<file path="src/rtl/net_wrench_regressor_unit_defines.svh">
// Assertion macros for the net wrench regressor unit.
// Depends on nothing; expects clock and reset in the including scope.
`ifndef NET_WRENCH_REGRESSOR_UNIT_DEFINES_SVH
`define NET_WRENCH_REGRESSOR_UNIT_DEFINES_SVH

// Same-cycle implication.
`define NWR_ASSERT_IMP(lbl, ante, cons) \
   lbl: assert property (@(posedge clock) disable iff (reset) (ante) |-> (cons)) \
      else $error("nwr assertion failed");

// Next-cycle implication.
`define NWR_ASSERT_NXT(lbl, ante, cons) \
   lbl: assert property (@(posedge clock) disable iff (reset) (ante) |=> (cons)) \
      else $error("nwr assertion failed");

`endif

</file>
<file path="src/rtl/nwr_pkg.sv">
// Shared types, constants and matrix helpers of the net wrench regressor.
// Depends on nothing.
package nwr_pkg;

   localparam int DATA_WIDTH = 32;
   localparam int FRAC_BITS  = 16;
   localparam int VW         = (DATA_WIDTH < 32) ? DATA_WIDTH : 32;
   localparam int NCOL       = 10;
   localparam int NSLOT      = 4;

   typedef logic [2:0]          row_type;
   typedef logic [1:0]          idx_type;
   typedef logic [3:0]          col_type;
   typedef logic signed [32:0]  opnd_type;
   typedef logic signed [31:0]  val_type;
   typedef logic signed [65:0]  prod_type;

   localparam row_type ROW_FIRST = 3'd0;
   localparam row_type ROW_LAST  = 3'd5;
   localparam row_type ROW_FORCE = 3'd3;

   localparam prod_type MAX_V = (66'sd1 <<< (VW - 1)) - 66'sd1;
   localparam prod_type MIN_V = -MAX_V - 66'sd1;
   localparam prod_type RND_V = (FRAC_BITS > 0) ? (66'sd1 <<< (FRAC_BITS - 1)) : 66'sd0;

   typedef struct packed {
      opnd_type x;
      opnd_type y;
      opnd_type z;
   } vec_type;

   typedef struct packed {
      logic    valid;
      row_type row;
   } ctl_type;

   typedef struct packed {
      val_type vel_ang_x;
      val_type vel_ang_y;
      val_type vel_ang_z;
      val_type vel_lin_x;
      val_type vel_lin_y;
      val_type vel_lin_z;
      val_type acc_ang_x;
      val_type acc_ang_y;
      val_type acc_ang_z;
      val_type acc_lin_x;
      val_type acc_lin_y;
      val_type acc_lin_z;
   } req_type;

   typedef struct packed {
      row_type row_index;
      val_type entry_mass;
      val_type entry_mcx;
      val_type entry_mcy;
      val_type entry_mcz;
      val_type entry_ixx;
      val_type entry_ixy;
      val_type entry_ixz;
      val_type entry_iyy;
      val_type entry_iyz;
      val_type entry_izz;
      logic    last_row;
   } rsp_type;

   // Sign-extend from bit VW-1.
   function automatic opnd_type ext_f(val_type f);
      logic signed [VW-1:0] t;
      t = f[VW-1:0];
      return opnd_type'(t);
   endfunction

   function automatic val_type sat_p(prod_type p);
      if (p > MAX_V) begin
         return val_type'(MAX_V);
      end else if (p < MIN_V) begin
         return val_type'(MIN_V);
      end else begin
         return val_type'(p);
      end
   endfunction

   function automatic opnd_type comp(vec_type v, idx_type i);
      case (i)
         2'd0:    return v.x;
         2'd1:    return v.y;
         default: return v.z;
      endcase
   endfunction

   // Entry of the cross-product matrix S(c).
   function automatic opnd_type skew_el(vec_type c, idx_type r, idx_type col);
      case ({r, col})
         4'b0001: return -c.z;
         4'b0010: return c.y;
         4'b0100: return c.z;
         4'b0110: return -c.x;
         4'b1000: return -c.y;
         4'b1001: return c.x;
         default: return '0;
      endcase
   endfunction

   // Entry of the momentum regressor for twist (r, s).
   function automatic opnd_type mom_el(vec_type r, vec_type s, row_type row, col_type col);
      idx_type lr;
      idx_type cc;
      lr = (row >= ROW_FORCE) ? idx_type'(row - ROW_FORCE) : idx_type'(row);
      cc = idx_type'(col - 4'd1);
      if (row < ROW_FORCE) begin
         if (col >= 4'd1 && col <= 4'd3) begin
            return -skew_el(s, lr, cc);
         end
         case ({lr, col})
            6'h04:   return r.x;
            6'h05:   return r.y;
            6'h06:   return r.z;
            6'h15:   return r.x;
            6'h17:   return r.y;
            6'h18:   return r.z;
            6'h26:   return r.x;
            6'h28:   return r.y;
            6'h29:   return r.z;
            default: return '0;
         endcase
      end else begin
         if (col == 4'd0) begin
            return comp(s, lr);
         end else if (col <= 4'd3) begin
            return skew_el(r, lr, cc);
         end else begin
            return '0;
         end
      end
   endfunction

endpackage

</file>
<file path="src/rtl/nwr_acc.sv">
// Saturating accumulation in two stages, two terms each, into the result row.
// Depends on nwr_pkg.
module nwr_acc (
   input  logic                 clock,
   input  logic                 reset,
   input  nwr_pkg::ctl_type     tm_ctl,
   input  nwr_pkg::val_type     tm_term [4][10],
   input  nwr_pkg::val_type     tm_ma   [10],
   output logic                 rsp_valid,
   output nwr_pkg::rsp_type     rsp_data
);
   import nwr_pkg::*;

   ctl_type c1_ff, c2_ff;
   val_type a1_ff [NCOL];
   val_type a1_in [NCOL];
   val_type a2_ff [NCOL];
   val_type a2_in [NCOL];
   val_type t23_ff [2][NCOL];
   val_type h1    [NCOL];
   val_type h2    [NCOL];

   always_comb begin
      for (int j = 0; j < NCOL; j++) begin
         h1[j]    = sat_p(prod_type'(tm_ma[j]) + prod_type'(tm_term[0][j]));
         a1_in[j] = sat_p(prod_type'(h1[j]) + prod_type'(tm_term[1][j]));
         h2[j]    = sat_p(prod_type'(a1_ff[j]) + prod_type'(t23_ff[0][j]));
         a2_in[j] = sat_p(prod_type'(h2[j]) + prod_type'(t23_ff[1][j]));
      end
   end

   always_ff @(posedge clock) begin
      if (reset) begin
         c1_ff <= '0;
         c2_ff <= '0;
      end else begin
         c1_ff <= tm_ctl;
         c2_ff <= c1_ff;
      end
   end

   always_ff @(posedge clock) begin
      a1_ff <= a1_in;
      a2_ff <= a2_in;
      for (int j = 0; j < NCOL; j++) begin
         t23_ff[0][j] <= tm_term[2][j];
         t23_ff[1][j] <= tm_term[3][j];
      end
   end

   always_comb begin
      rsp_valid           = c2_ff.valid;
      rsp_data.row_index  = c2_ff.row;
      rsp_data.entry_mass = a2_ff[0];
      rsp_data.entry_mcx  = a2_ff[1];
      rsp_data.entry_mcy  = a2_ff[2];
      rsp_data.entry_mcz  = a2_ff[3];
      rsp_data.entry_ixx  = a2_ff[4];
      rsp_data.entry_ixy  = a2_ff[5];
      rsp_data.entry_ixz  = a2_ff[6];
      rsp_data.entry_iyy  = a2_ff[7];
      rsp_data.entry_iyz  = a2_ff[8];
      rsp_data.entry_izz  = a2_ff[9];
      rsp_data.last_row   = (c2_ff.row == ROW_LAST);
   end

endmodule

</file>
<file path="config.mk">
export PLATFORM = sky130hd
export DESIGN_NAME = nwr_acc
export DESIGN_NICKNAME = d
export VERILOG_FILES = /design/src/rtl/net_wrench_regressor_unit_defines.svh /design/src/rtl/nwr_pkg.sv /design/src/rtl/nwr_acc.sv
export SDC_FILE = /design/constraint.sdc
export NUM_CORES = 2
export LEC_CHECK = 0
export BUFFER_PORTS_ARGS = -buffer_cell sky130_fd_sc_hd__clkbuf_2
export CAP_MARGIN = 25
export CELL_PAD_IN_SITES_DETAIL_PLACEMENT = 1
export CELL_PAD_IN_SITES_GLOBAL_PLACEMENT = 1
export CORE_AREA = 2 2 757 759
export DETAILED_ROUTE_END_ITERATION = 16
export DIE_AREA = 0 0 759 761
export PLACE_DENSITY_LB_ADDON = 0.1
export SKIP_CTS_REPAIR_TIMING = 1
export SLEW_MARGIN = 30
export SYNTH_ARGS = -nofsm -noshare
export SYNTH_HDL_FRONTEND = slang
export SYNTH_SLANG_ARGS = --single-unit
</file>
<file path="constraint.sdc">
create_clock -name clock -period 8.7 [get_ports clock]
set_clock_uncertainty 0.2 [all_clocks]
set_input_delay 0.435 -clock clock [delete_from_list [all_inputs] [get_ports clock]]
set_output_delay 0.435 -clock clock [all_outputs]
set_load 0.1 [all_outputs]
</file>
==> results by group <==
Status
  – Status: complete, no violations

Timing
  – Crit share post-route: 0.921
  – Peak Freq: 125 MHz
  – Minimum clock period: 8020 ps
  – Worst slew pin tran: 969 ps
  – Setup_tns: 0 ps
  – Final worst slack: 684 ps
  – Slew HR: 0.347
  – Max-slew violation count: 0
  – Final setup fails: 0
  – Final hold vios: 0
  – Unrepaired setup endpoints after global routing: false

Worst hold path
  – Worst hold path stage count: 4
  – Hold Path Origin: tm_term[716]
  – Hold crit path type: in2reg
  – WHS Endpoint: a1_ff[76]$_SDFF_PN1_

Critical path
  – Peak per-stage delay on the critical path: 610 ps
  – Critical path arrival: 8530 ps
  – Most frequent CP cell: o21ai_0
  – Critical path class: reg2reg
  – Worst Setup SP: a1_ff[64]$_SDFF_PN1_
  – Slowest-stage cell, CP: o31ai_1
  – Worst path depth: 25
  – Max FO, Critical Path: 18
  – Crit. End Element: flop
  – CP top delay family: compound AO/OA/AOI/OAI gates
  – Critical Path Start Type: flop
  – Buffer and inverter count on the worst path: 2
  – R2R Setup Slk: 680 ps
  – RR Endpoint: rsp_data[86]$_SDFF_PN1_
  – RR Startpoint: a1_ff[64]$_SDFF_PN1_
  – R2r worst-path depth: 25
  – Critical Path RT: 9210 ps

Pwr
  – Pwr Total: 68.3 mW
  – Leak: 59.6 nW
  – Worst VDD drop: 0.000359 V
  – Pwr/cell area: 506 nW/um^2

Routing
  – Vias: 100000
  – Wire per inst: 25.0 um
  – Routed WL: 563000 um
  – ANT nets after route: 0
  – Highest Signal Layer: met5
  – Initial DRC Count: 4447
  – Metal1 wirelength: 258000 um
  – 1st-pass router iterations: 5
  – Routed wl met3: 27900 um
  – Drt via density: 4.45
  – DR DRC count: 0
  – Met2 wire len: 262000 um

Clock tree
  – Clock root buffer master: clkbuf_16
  – Clock Path Buffers: 4
  – Total CTS buffers: 181
  – H-Tree Depth: 4
  – Clock Pin Slew Worst Setup and Hold Paths: 60 ps
  – # clock sinks: 1288
  – Clock tree from TritonCTS: done
  – Clock Latency Late Sink: 890 ps

Global routing
  – Vias in the first global route: 102000
  – Total grt overflow: 0
  – Largest net degree at the start of global routing: 32
  – First-pass GRT wire length: 777000 um
  – Initial antenna violation count: 328
  – GRT Total Usage: 0.185

Logic synthesis
  – Synth unique cells: 134
  – Syn nets: 14600
  – Synth warn: 0
  – Synth Flop Type: dfxtp_1
  – Synth async-reset ratio: 0
  – Register area share after synthesis: 0.262
  – Post-synth EDFFs: 0
  – Synthesized flop and latch total: 1288
  – Syn Std Cell Area: 98300 um^2
  – Syn Area/Cell: 8.39 um^2
  – Post-synthesis cell count: 11700

Final layout
  – Layout cell share with drive strength beyond 1: 0.174
  – FILL cells: 67700
  – Nets@finish: 17600
  – Synthesis-to-finish area growth: 37.1%

Place
  – Final GP Congestion: 0.860
  – Setup slack at placement: 424 ps
  – # port buffers: 1930
  – HPWL after DPL: 493000 um

Floorplan
  – Chip Height: 761 um
  – # IOs: 1931
  – Starting Density: 0.172
  – Die width: 759 um
  – Core ar.: 570000 um^2
  – Row count: 278
  – Die ar.: 578000 um^2

Run
  – Max-cap violations: 0
==> cell families (layout without fill, tap and decap cells) <==
| kind of cell | Yosys count | count (layout) | share of synthesized area |
|---|---|---|---|
| compound gates | 4610 | 4610 | 0.293 |
| xor+xnor | 1101 | 1101 | 0.0991 |
| fa+ha+maj | 1527 | 1527 | 0.192 |
| buf+inv | 740 | 3886 | 0.0305 |
| flops | 1288 | 1288 | 0.262 |
| mux | 17 | 17 | 0.00178 |
| other cells | 0 | 112 | 0 |
| simple gates | 2435 | 2435 | 0.121 |
==> worst register-to-register path, cell delays in order (launching register included) <==
cell	delay, ps
dfxtp_1	330
ha_1	190
inv_1	60
fa_1	400
nor2b_1	160
o31a_1	180
o311ai_0	230
o211a_1	360
o31ai_1	610
a31oi_1	210
o31a_1	290
nor2_1	370
nand2_1	270
o21ai_0	170
ha_1	330
a211oi_1	330
o21ai_0	230
a211oi_1	570
nor3b_2	180
o211a_1	290
o311a_1	360
o21ai_1	200
a31oi_1	280
nor2_2	570
buf_4	330
o21ai_0	160
==> where the power goes <==
part | total [mW] | leakage [nW] | internal [mW] | switching [mW]
combinational | 51.0 | 45.7 | 17.6 | 33.4
clock | 8.06 | 3.05 | 4.77 | 3.29
sequential | 9.22 | 10.9 | 8.15 | 1.07
==> layout make-up <==
| class | count | area [um^2] | area share |
|---|---|---|---|
| Timing Repair Buffer | 3170 | 21800 | 0.162 |
| Clock inverter | 107 | 1390 | 0.0103 |
| Inverter | 384 | 1440 | 0.0107 |
| Multi-Input combinational cell | 9690 | 69700 | 0.517 |
| Clock buffer | 225 | 4960 | 0.0368 |
| Antenna cell | 112 | 280 | 0.00208 |
| Tap cell | 7560 | 9460 | 0.0702 |
| Sequential cell | 1288 | 25800 | 0.191 |
==> metal layers <==
layer	vias up	GRT usage
met1	48000	0.238
met3	761	0.0438
met2	2117	0.312
met5	-	0
met4	148	0.0419
li1	49300	-
==> metrics by stage <==
step / utilization / instance area, um^2 / hold WS [ps] / std cells
2_1_floorplan: - / 98300 / 214 / 11700
3_3_place_gp: 0.205 / 117000 / 219 / 21000
3_5_place_dp: 0.205 / 117000 / 227 / 21000
4_1_cts: 0.216 / 123000 / -711 / 21300
5_1_grt: 0.236 / 135000 / -16.9 / 22500
6_report: 0.236 / 135000 / 16.4 / 22500
==> cell usage after synthesis, drive strengths merged, types with 215 or more instances <==
| library cell | instances | area share |
|---|---|---|
| ha | 1280 | 0.16 |
| nand3 | 215 | 0.011 |
| xor2 | 481 | 0.043 |
| xnor2 | 620 | 0.056 |
| o21ai | 1138 | 0.058 |
| inv | 384 | 0.015 |
| nand2 | 694 | 0.027 |
| clkbuf | 246 | 0.0097 |
| a21o | 679 | 0.052 |
| nor2 | 624 | 0.025 |
| dfxtp | 1288 | 0.26 |
| a21oi | 1574 | 0.080 |
==> state kept, by name (all words and copies together), names as in the netlist <==
register,flops
t23_ff,640
c1_ff,4
rsp_valid,1
rsp_data,323
a1_ff,320
==> cell usage in the layout, fill, tap and decap left out, drive strengths merged, types with 400 or more instances in the layout <==
cell	count
clkbuf	2155
a21oi	1574
dfxtp	1288
ha	1280
o21ai	1138
dlygate4sd3	1131
nand2	694
a21o	679
nor2	624
xnor2	620
xor2	481
inv	400
==> how the worst max path moves through the flow <==
stage	slack [ps]	to
finish	680	rsp_data[86]$_SDFF_PN1_
global route	80	rsp_data[265]$_SDFF_PN1_
CTS	560	rsp_data[284]$_SDFF_PN1_
detailed placement	420	a1_ff[218]$_SDFF_PN1_
global placement	530	rsp_data[148]$_SDFF_PN1_
floorplan	2460	a1_ff[144]$_SDFF_PN1_
(Power assumes the default switching activity.)
